[config.mk]
export PLATFORM = sky130hd
export DESIGN_NAME = tfc_div
export DESIGN_NICKNAME = d
export VERILOG_FILES = /design/src/rtl/tfc_pkg.sv /design/src/rtl/tfc_div.sv
export SDC_FILE = /design/constraint.sdc
export NUM_CORES = 1
export LEC_CHECK = 0
export ABC_AREA = 1
export BUFFER_PORTS_ARGS = -buffer_cell sky130_fd_sc_hd__buf_2
export CAP_MARGIN = 15
export CORE_UTILIZATION = 35
export CTS_CLUSTER_DIAMETER = 80
export CTS_CLUSTER_SIZE = 40
export DETAILED_ROUTE_END_ITERATION = 8
export SYNTH_ARGS = -nofsm -noshare
export SYNTH_HDL_FRONTEND = slang
export SYNTH_SLANG_ARGS = --single-unit
[constraint.sdc]
create_clock -name clk -period 6.2 [get_ports clk]
set_input_delay 0.93 -clock clk [delete_from_list [all_inputs] [get_ports clk]]
set_output_delay 0.93 -clock clk [all_outputs]
set_load 0.03 [all_outputs]
[src/rtl/tfc_pkg.sv]
// Shared types and constants for the thermistor frame converter.
// No dependencies; used by the converter, its divider and its checker.
package tfc_pkg;

	localparam int TABLE_DEPTH   = 256;
	localparam int FRACTION_BITS = 8;

	localparam int TAB_AW = $clog2(TABLE_DEPTH);
	localparam int CNT_W  = $clog2(TABLE_DEPTH + 1);

	// field widths
	localparam int IDX_W   = 8;
	localparam int ENTRY_W = 32;
	localparam int FRAME_W = 32;
	localparam int TEMP_W  = 17;
	localparam int RES_W   = 32;
	localparam int STAT_W  = 3;
	localparam int DIVR_W  = 24;
	localparam int STRT_W  = 8;
	localparam int ECNT_W  = 9;
	localparam int CFG_IDX_W = 2;

	localparam int IN_TDATA_W  = 72;
	localparam int OUT_TDATA_W = 56;

	// output tdata layout
	localparam int TEMP_LSB = 0;
	localparam int RES_LSB  = TEMP_W;
	localparam int STAT_LSB = TEMP_W + RES_W;

	// arithmetic widths
	localparam int CODE_W    = 22;
	localparam int CODE_LSB  = 7;
	localparam int MV_W      = 13;
	localparam int MV_PROD_W = CODE_W + MV_W;
	localparam int R_PROD_W  = MV_W + DIVR_W;
	localparam int FR_NUM_W  = RES_W + 1 + FRACTION_BITS + 1;
	localparam int DIV_NW    = (FR_NUM_W > R_PROD_W) ? FR_NUM_W : R_PROD_W;
	localparam int DIV_DW    = RES_W + 1;

	localparam logic [MV_W-1:0]   REF_MV      = 13'd5000;
	localparam logic [20:0]       ADC_FULL    = 21'h1FFFFF;
	localparam logic [DIVR_W-1:0] DIVR_RESET  = 24'd160000;
	localparam logic [ECNT_W-1:0] ECNT_RESET  = 9'd256;

	localparam logic KIND_CONVERT = 1'b0;
	localparam logic KIND_WRITE   = 1'b1;

	localparam logic [CFG_IDX_W-1:0] CFG_DIVIDER = 2'd0;
	localparam logic [CFG_IDX_W-1:0] CFG_START   = 2'd1;
	localparam logic [CFG_IDX_W-1:0] CFG_COUNT   = 2'd2;

	typedef enum logic [STAT_W-1:0] {
		STAT_OK    = 3'd0,
		STAT_ABOVE = 3'd1,
		STAT_PAST  = 3'd2,
		STAT_VREF  = 3'd3,
		STAT_WRITE = 3'd4
	} tfc_status_t;

	typedef enum logic [3:0] {
		ST_IDLE,
		ST_MV_GO,
		ST_MV_WAIT,
		ST_R_GO,
		ST_R_WAIT,
		ST_SRCH_GO,
		ST_SRCH,
		ST_FR_GO,
		ST_FR_WAIT,
		ST_DONE
	} tfc_state_t;

	typedef struct packed {
		logic              go;
		logic [DIV_NW-1:0] num;
		logic [DIV_DW-1:0] den;
	} div_req_t;

endpackage

[src/rtl/tfc_div.sv]
// Bit-serial restoring divider, one quotient bit per cycle.
// Depends on tfc_pkg for widths and the request struct.
module tfc_div (
	input  logic                       clk,
	input  logic                       arst_n,
	input  tfc_pkg::div_req_t          req,
	output logic                       done,
	output logic [tfc_pkg::DIV_NW-1:0] quo
);

	localparam int NW = tfc_pkg::DIV_NW;
	localparam int DW = tfc_pkg::DIV_DW;
	localparam int CW = $clog2(NW);

	logic          busy_q;
	logic          done_q;
	logic [CW-1:0] cnt_q;
	logic [DW-1:0] rem_q;
	logic [DW-1:0] den_q;
	logic [NW-1:0] quo_q;

	logic [DW:0] trial;
	logic [DW:0] diff;
	logic        ge;

	always_comb begin
		trial = {rem_q, quo_q[NW-1]};
		diff  = trial - {1'b0, den_q};
		ge    = trial >= {1'b0, den_q};
	end

	always_ff @(posedge clk or negedge arst_n) begin
		if (!arst_n) begin
			busy_q <= 1'b0;
			done_q <= 1'b0;
			cnt_q  <= '0;
		end else if (req.go) begin
			busy_q <= 1'b1;
			done_q <= 1'b0;
			cnt_q  <= '0;
		end else if (busy_q) begin
			cnt_q <= cnt_q + 1'b1;
			if (cnt_q == CW'(NW - 1)) begin
				busy_q <= 1'b0;
				done_q <= 1'b1;
			end
		end else begin
			done_q <= 1'b0;
		end
	end

	always_ff @(posedge clk) begin
		if (req.go) begin
			rem_q <= '0;
			quo_q <= req.num;
			den_q <= req.den;
		end else if (busy_q) begin
			rem_q <= ge ? diff[DW-1:0] : trial[DW-1:0];
			quo_q <= {quo_q[NW-2:0], ge};
		end
	end

	assign done = done_q;
	assign quo  = quo_q;

endmodule

Word-level counts from Yosys, hierarchy flattened:

Cells that the tools add are included.

* register bits: 116
* input port bits: 78
* logic and storage cells: 23

* add/sub/neg operators: 2
* $lt $le $gt $ge: 1
* eq/ne operators: 2
* muxes and demuxes: 11
* reduce and logical (&&, ||, !) cells: 1

Operators with widths (number)
* 42-bit two-way mux: 2
* 34-bit by 33-bit greater-or-equal comparator with 1-bit output: 1
* 33-bit two-way mux: 1
* 33-bit subtractor: 1
* 6-bit two-way mux: 2
* 6-bit by 1-bit adder with 6-bit output, second input constant: 1
* 6-bit == test, second input constant: 1
* 1-bit two-way mux: 6
* 3-bit by 2-bit inequality test with 1-bit output, second input constant: 1
* 2-bit nonzero test: 1

Longest topological paths before layout:

Gate-level depths: netlist of run 1.

* depth after elaboration: 4
* mapped depth: 17
* mapped depth without buffers: 17

Least setup slack after synthesis of run 1:

Ideal clock, no wire load.

* path kind: input -> register
* start point: in req[75] in the netlist's numbering
* end point: reg quo_q[0] (netlist: quo[0]), enable pin
* library setup time: 383 ps
* data arrival time: 2202 ps
* data required time: 5817 ps
* path slack: 3614 ps
* cell stages on the path: 4
* buffers on the path: 2
* cell sequence: clkbuf_1 -> nor2_1 -> inv_1 -> buf_2

* longest elaborated chain between the ends: 1

Ends and longest elaborated chain
* from (decl): line tfc_div.sv:6 `input tfc_pkg::div_req_t req,`
* 2-bit nonzero test (no source line)
* to (signal assigned): line tfc_div.sv:55 `quo_q <= req.num;`
* to (signal assigned): line tfc_div.sv:59 `quo_q <= {quo_q[NW-2:0], ge};`
* to (decl): line tfc_div.sv:20 `logic [NW-1:0] quo_q;`

No other way between the ends.
A chain may end at the register's enable or synchronous reset.

Worst setup path after layout of run 1:

* start point: reg rem_q[22]
* end point: reg rem_q[19]

* longest elaborated chain between the ends: 2

Ends and longest elaborated chain
* from (decl): line tfc_div.sv:18 `logic [DW-1:0] rem_q;`
* from (signal assigned): line tfc_div.sv:58 `rem_q <= ge ? diff[DW-1:0] : trial[DW-1:0];`
* 34-bit by 33-bit greater-or-equal comparator with 1-bit output: line tfc_div.sv:29 `ge = trial >= {1'b0, den_q};`
* 33-bit two-way mux: line tfc_div.sv:58

No other way between the ends.

==> results of run 1 <==
-- sequential cells by signal (all words and copies together), names as in the netlist --
name and flops:
done 1, busy_q 1, den_q 33, rem_q 33, cnt_q 6, quo 42
-- final timing paths --
check | startpoint | endpoint | slack, ns | depth (start not counted)
setup / recovery | rem_q[22] | rem_q[19] | 3.57 | 14
hold reg to reg | rem_q[21] | rem_q[21] | 0.47 | 2
min in group clk | rem_q[21] | rem_q[21] | 0.47 | 2
setup reg to reg | rem_q[22] | rem_q[19] | 3.57 | 14
hold / removal | arst_n | cnt_q[0] | 0.33 | 1
max in group asynchronous | arst_n | cnt_q[5] | 5.69 | 1
-- per-layer routing --
metal	up-vias	global-route usage	routed length, µm
met1	2953	0.245	9450
li1	3513	-	-
met3	22	0.0592	1370
met2	186	0.300	8670
met4	2	0.0531	278
met5	-	0	17
-- per-stage QoR --
step	power [mW]	hold slack [ns]	instance area (µm²)
final	3.95	0.326	8940
after global routing	4.28	0.323	8940
after CTS	3.96	0.320	8940
after detailed placement	2.91	0.462	8330
after global placement	2.91	0.463	8330
after floorplan	2.54	0.440	7520
-- cells by family (layout without fill, tap and decap cells) --
family	after synthesis	in the layout	share of synthesized area
xor gates and xnor gates	15	15	0.0175
adders and majority gates	36	36	0.0609
buffers and inverters	214	346	0.117
and+or+nand+nor	636	636	0.358
AOI/OAI and AO/OA	46	46	0.0318
DFF	116	116	0.414
-- layout make-up --
type,count,share of cell area
multi-input combinational,733,0.395
sequential,116,0.348
inverter,190,0.0798
timing repair buffer,124,0.0708
clock buffer,17,0.0476
tap,275,0.0385
clock inverter,15,0.0203
-- power by group through the flow --
stage | clock network [mW] | logic, mW | registers [mW]
after detailed placement | 0 | 1.82 | 1.09
final | 1.03 | 1.84 | 1.08
after CTS | 1.05 | 1.83 | 1.08
after global placement | 0 | 1.81 | 1.10
after floorplan | 0 | 1.42 | 1.12
after global routing | 1.09 | 2.09 | 1.10
-- synth_stat cells (8+ instances only) --
master	count
a21oi_1	23
buf_6	9
clkbuf_1	8
dfrtp_1	8
dfxtp_1	33
edfxtp_1	75
ha_1	35
inv_1	187
nand2_1	454
nand3_1	74
nand3b_1	22
nor2_1	48
nor3_1	10
o21ai_1	14
xnor2_1	13
==> results.ini, run 1 <==
[placement]
place_hpwl_um=14500
pre_cts_slack_ns=3.48
placed_cells=1438
place.gp.congestion=0.922
portBuffers=120

[route]
routed_wl_um=19800
drt-initial-drc-count=415
drc=0
wl_per_cell_um=13.5
via_per_inst=4.54
num_vias=6676
ant_nets=0
first_pass_iters=5

[yosys]
synthesis.area_um2=7520
synth_nets=1177
yosys_most_used_dff=edfxtp_1
synth_area_leaders=edfxtp_1 (30%), nand2_1 (23%), inv_1 (9.3%)
synth_top_area_share=0.300
yosysSeqAreaShare=0.414
syn_avg_cell_area_um2=7.07
synth-async-reset-ratio=0.0690
synth_edf_count=75
synthCells=1063
synth_top_area_cell=edfxtp_1
yosysUniqueCellTypes=38
ys_seq_elements=116
ys_warn_count=0

[worst_setup_path]
cp-start-kind=register
path_buf_inv=1
critPathKind=register to register
crit_slowest_cell=nor2_8
crit_family=simple AND/OR/NAND/NOR gates
worstPathMaxFanout=36
max_stage_delay_ns=0.48
cp.arrival_ns=2.99
critPathRequiredTime_ns=6.56
path_cells=ha_1 > nand2_1 > nand2_1 > nand2_1 > nand2_1 > clkinv_1 > nand2_1 > nand2_1 > nand3_2 > nor2_8 > nand2_8 > nand2_1 > nand3_1 > nand2_1
end_kind=register
crit_top_cell=nand2_1

[clock_network]
cts_tree=yes
clkSlewWorstSetupHoldPaths_ns=0.07
numCtsBuffers=17
cts_resized=0
clock_sinks=116
cts_max_path_buffers=2
clk_latency_ns=0.43
ctsHoldBuffers=0
cts-root-buf=clkbuf_16
postCtsSetupRepairBufs=0
cts_max_level=4

[layout]
drive_gt1_frac=0.151
area_delta_synth_final_pct=18.9
ff_latch_area_um2=3110
multi_input_area_um2=3530
diodes=0
instances_no_fill=1470
num-nets-final=1296
layout_common_cells=nand2_1 (454), inv_1 (186), buf_2 (119), edfxtp_1 (75), nand3_1 (74)
num-fill-cells=2200
utilization=0.425
layout_commonest_cell=nand2_1

[power_and_ir_drop]
p_clk_frac=0.261
p_leak_nw=4.83
intPower_mw=2.24
power.density_nw_per_um2=442
ir_drop_mv=0.206
p_switching_mw=1.71
p_comb_frac=0.465
p_seq_frac=0.274
swShare=0.433

[die]
core_area_um2=21000
fp-row-count=53
start_util=0.358
fp.dieH_um=149
ioPinCount=121
die_area_um2=22100
die_w_um=149

[timing]
period_minus_slack_ns=2.63
finalHoldViolations=0
drv_slew=0
setup-violations-final=0
worstMarginPinSlew_ns=0.900
slew_headroom=0.399
setup_tns_ns=0
rsz0062_at_grt=no
setup_ws_ns=3.57
fmax_mhz=380
post-route-period-util=0.424
clock_skew_ns=0.0163

[global_routing]
grt_pass1_vias=6584
grtUsageTotal=0.189
grt_pass1_wl_um=32400
antenna_found_initial=1
grt_max_degree=60
overflow=0

[hold_path]
min_path_type=input port to async pin

[run]
drv_cap=0

[run_status]
status=completed

No activity file was read; power rests on OpenSTA's default activity.
==> run 2: changes to the inputs <==
clock period = 2.6 ns   (was 6.2 ns; I/O delays follow)
==> results.ini, run 2 (synthesis gave the netlist of run 1 again) <==
[run_status]
status=completed

[timing]
rsz0062_at_grt=no
slew_headroom=0.691  ; +0.293
setup-violations-final=0  ; unchanged
fmax_mhz=421  ; +11%
clock_skew_ns=0.00915  ; -0.00715 ns
worstMarginPinSlew_ns=0.463  ; -0.437 ns
post-route-period-util=0.913  ; +0.489
setup_tns_ns=0  ; unchanged
drv_slew=0  ; unchanged
period_minus_slack_ns=2.37  ; -0.253 ns
finalHoldViolations=0  ; unchanged

[die]
fp-row-count=53  ; unchanged
die_w_um=149  ; unchanged
die_area_um2=22100  ; unchanged
fp.dieH_um=149  ; unchanged
ioPinCount=121  ; unchanged
core_area_um2=21000  ; unchanged
start_util=0.358  ; unchanged

[clock_network]
cts_max_path_buffers=2  ; unchanged
numCtsBuffers=17  ; unchanged
cts_max_level=4  ; unchanged
clock_sinks=116  ; unchanged
clkSlewWorstSetupHoldPaths_ns=0.06  ; about the same
cts_tree=yes
cts-root-buf=clkbuf_16
clk_latency_ns=0.42  ; about the same

[power_and_ir_drop]
p_leak_nw=4.86  ; +0.57%
power_mw=9.45  ; +140%
ir_drop_mv=0.531  ; +160%
power.density_nw_per_um2=1050  ; +140%

[route]
num_vias=6761  ; +1.3%
drc=0  ; unchanged
routed_wl_um=19900  ; +0.56%
via_per_inst=4.58  ; +0.86%
wl_per_cell_um=13.5  ; +0.15%
drt-initial-drc-count=415  ; unchanged
first_pass_iters=5  ; unchanged
ant_nets=0  ; unchanged

[worst_setup_path]
worstPathMaxFanout=14  ; -61%
critPathKind=register to register
end_kind=register
max_stage_delay_ns=0.43  ; -0.05 ns
path_cells=inv_1 > ha_1 > inv_1 > fa_1 > nand3_1 > nand3_2 > nand2_2 > nand2_2 > nand2_4 > buf_4 > nand3b_1 > nand3_1 > nand2_1
cp-start-kind=register
regToRegSetupSlack_ns=0.23  ; -3.35 ns
critPathRequiredTime_ns=2.91  ; -3.65 ns
crit_slowest_cell=fa_1
cp.arrival_ns=2.69  ; -0.30 ns

[layout]
layout_common_cells=nand2_1 (454), inv_1 (186), buf_2 (119), edfxtp_1 (75), nand3_1 (74)
multi_input_area_um2=3530  ; -0.14%
num-nets-final=1302  ; +0.46%
ff_latch_area_um2=3110  ; unchanged
area_delta_synth_final_pct=19.9
diodes=0  ; unchanged
layout_commonest_cell=nand2_1
instances_no_fill=1476  ; +0.41%
largest_register_ffs=42  ; unchanged
utilization=0.429  ; +0.00339
drive_gt1_frac=0.154  ; +0.00341
postLayoutCellArea_um2=9010  ; +0.80%
num-fill-cells=2184  ; -0.73%

[placement]
placed_cells=1443  ; +0.35%
portBuffers=120  ; unchanged
place_hpwl_um=14800  ; +2.6%
place_area_um2=8400  ; +0.84%
place.gp.congestion=0.937  ; +1.6%

[hold_path]
min_path_type=input port to register

[global_routing]
grt_max_degree=65  ; +8.3%
grt_pass1_vias=6536  ; -0.73%
grt_pass1_wl_um=32700  ; +0.94%
grtUsageTotal=0.192  ; +0.00303
overflow=0  ; unchanged
antenna_found_initial=0  ; -1

[run]
drv_cap=0  ; unchanged

run 2: cell types whose count changed in the layout (fill, tap and decap cells not counted), sizes merged:
cell         before  now
dlygate4sd3       0    1
buf             124  129
clkinvlp          0    3
inv             199  196
run 2: worst max-delay path: cells and delay by family, from the launching register on:
kind                     cells  cell delay [ns]
adder cells (fa/ha/maj)      2             0.57
buffers and inverters        3             0.40
flip-flops                   1             0.37
AND/OR/NAND/NOR              8             0.92
run 2: power by group:
group	leakage, nW	switching (mW)	internal (mW)
clock	0.284	0.958	1.43
sequential	1.16	0.224	2.34
combinational	3.41	2.89	1.60
run 2: final timing paths:
kind                            from         to  cells past startpoint
max                          quo[41]  rem_q[28]                     13
min                           req[1]   den_q[1]                      1
max reg2reg                  quo[41]  rem_q[28]                     13
min reg2reg                rem_q[21]  rem_q[21]                      2
max in group asynchronous     arst_n   cnt_q[3]                      2
min in group asynchronous     arst_n   cnt_q[4]                      2
run 2: repair_timing:
item / CTS / global route
gates resized for setup: 0 / 1
buffers inserted: 0 / 0
endpoints found under the setup margin: 0 / 1
endpoints found under the hold margin: 8 / 0
hold buffers: 1 / 0
run 2: per-layer routing:
metal,vias to the layer above,routed length [µm],global-route usage
met5,-,0,0
met4,0,228,0.0598
met3,19,1340,0.0531
met2,184,8930,0.306
met1,3018,9400,0.250
li1,3540,-,-
run 2: metrics by stage:
step	setup WS, ns	hold WS [ns]
after floorplan	0.385	0.0944
after global placement	0.233	0.244
after detailed placement	0.215	0.245
after CTS	0.202	0.124
after global routing	0.0532	0.123
final	0.225	0.141
run 2: layout make-up:
| type | instances | share of cell area |
|---|---|---|
| tap | 275 | 0.0382 |
| sequential | 116 | 0.345 |
| timing repair buffer | 130 | 0.0801 |
| inverter | 190 | 0.0791 |
| clock inverter | 15 | 0.0187 |
| clock buffer | 17 | 0.0472 |
| multi-input combinational | 733 | 0.391 |
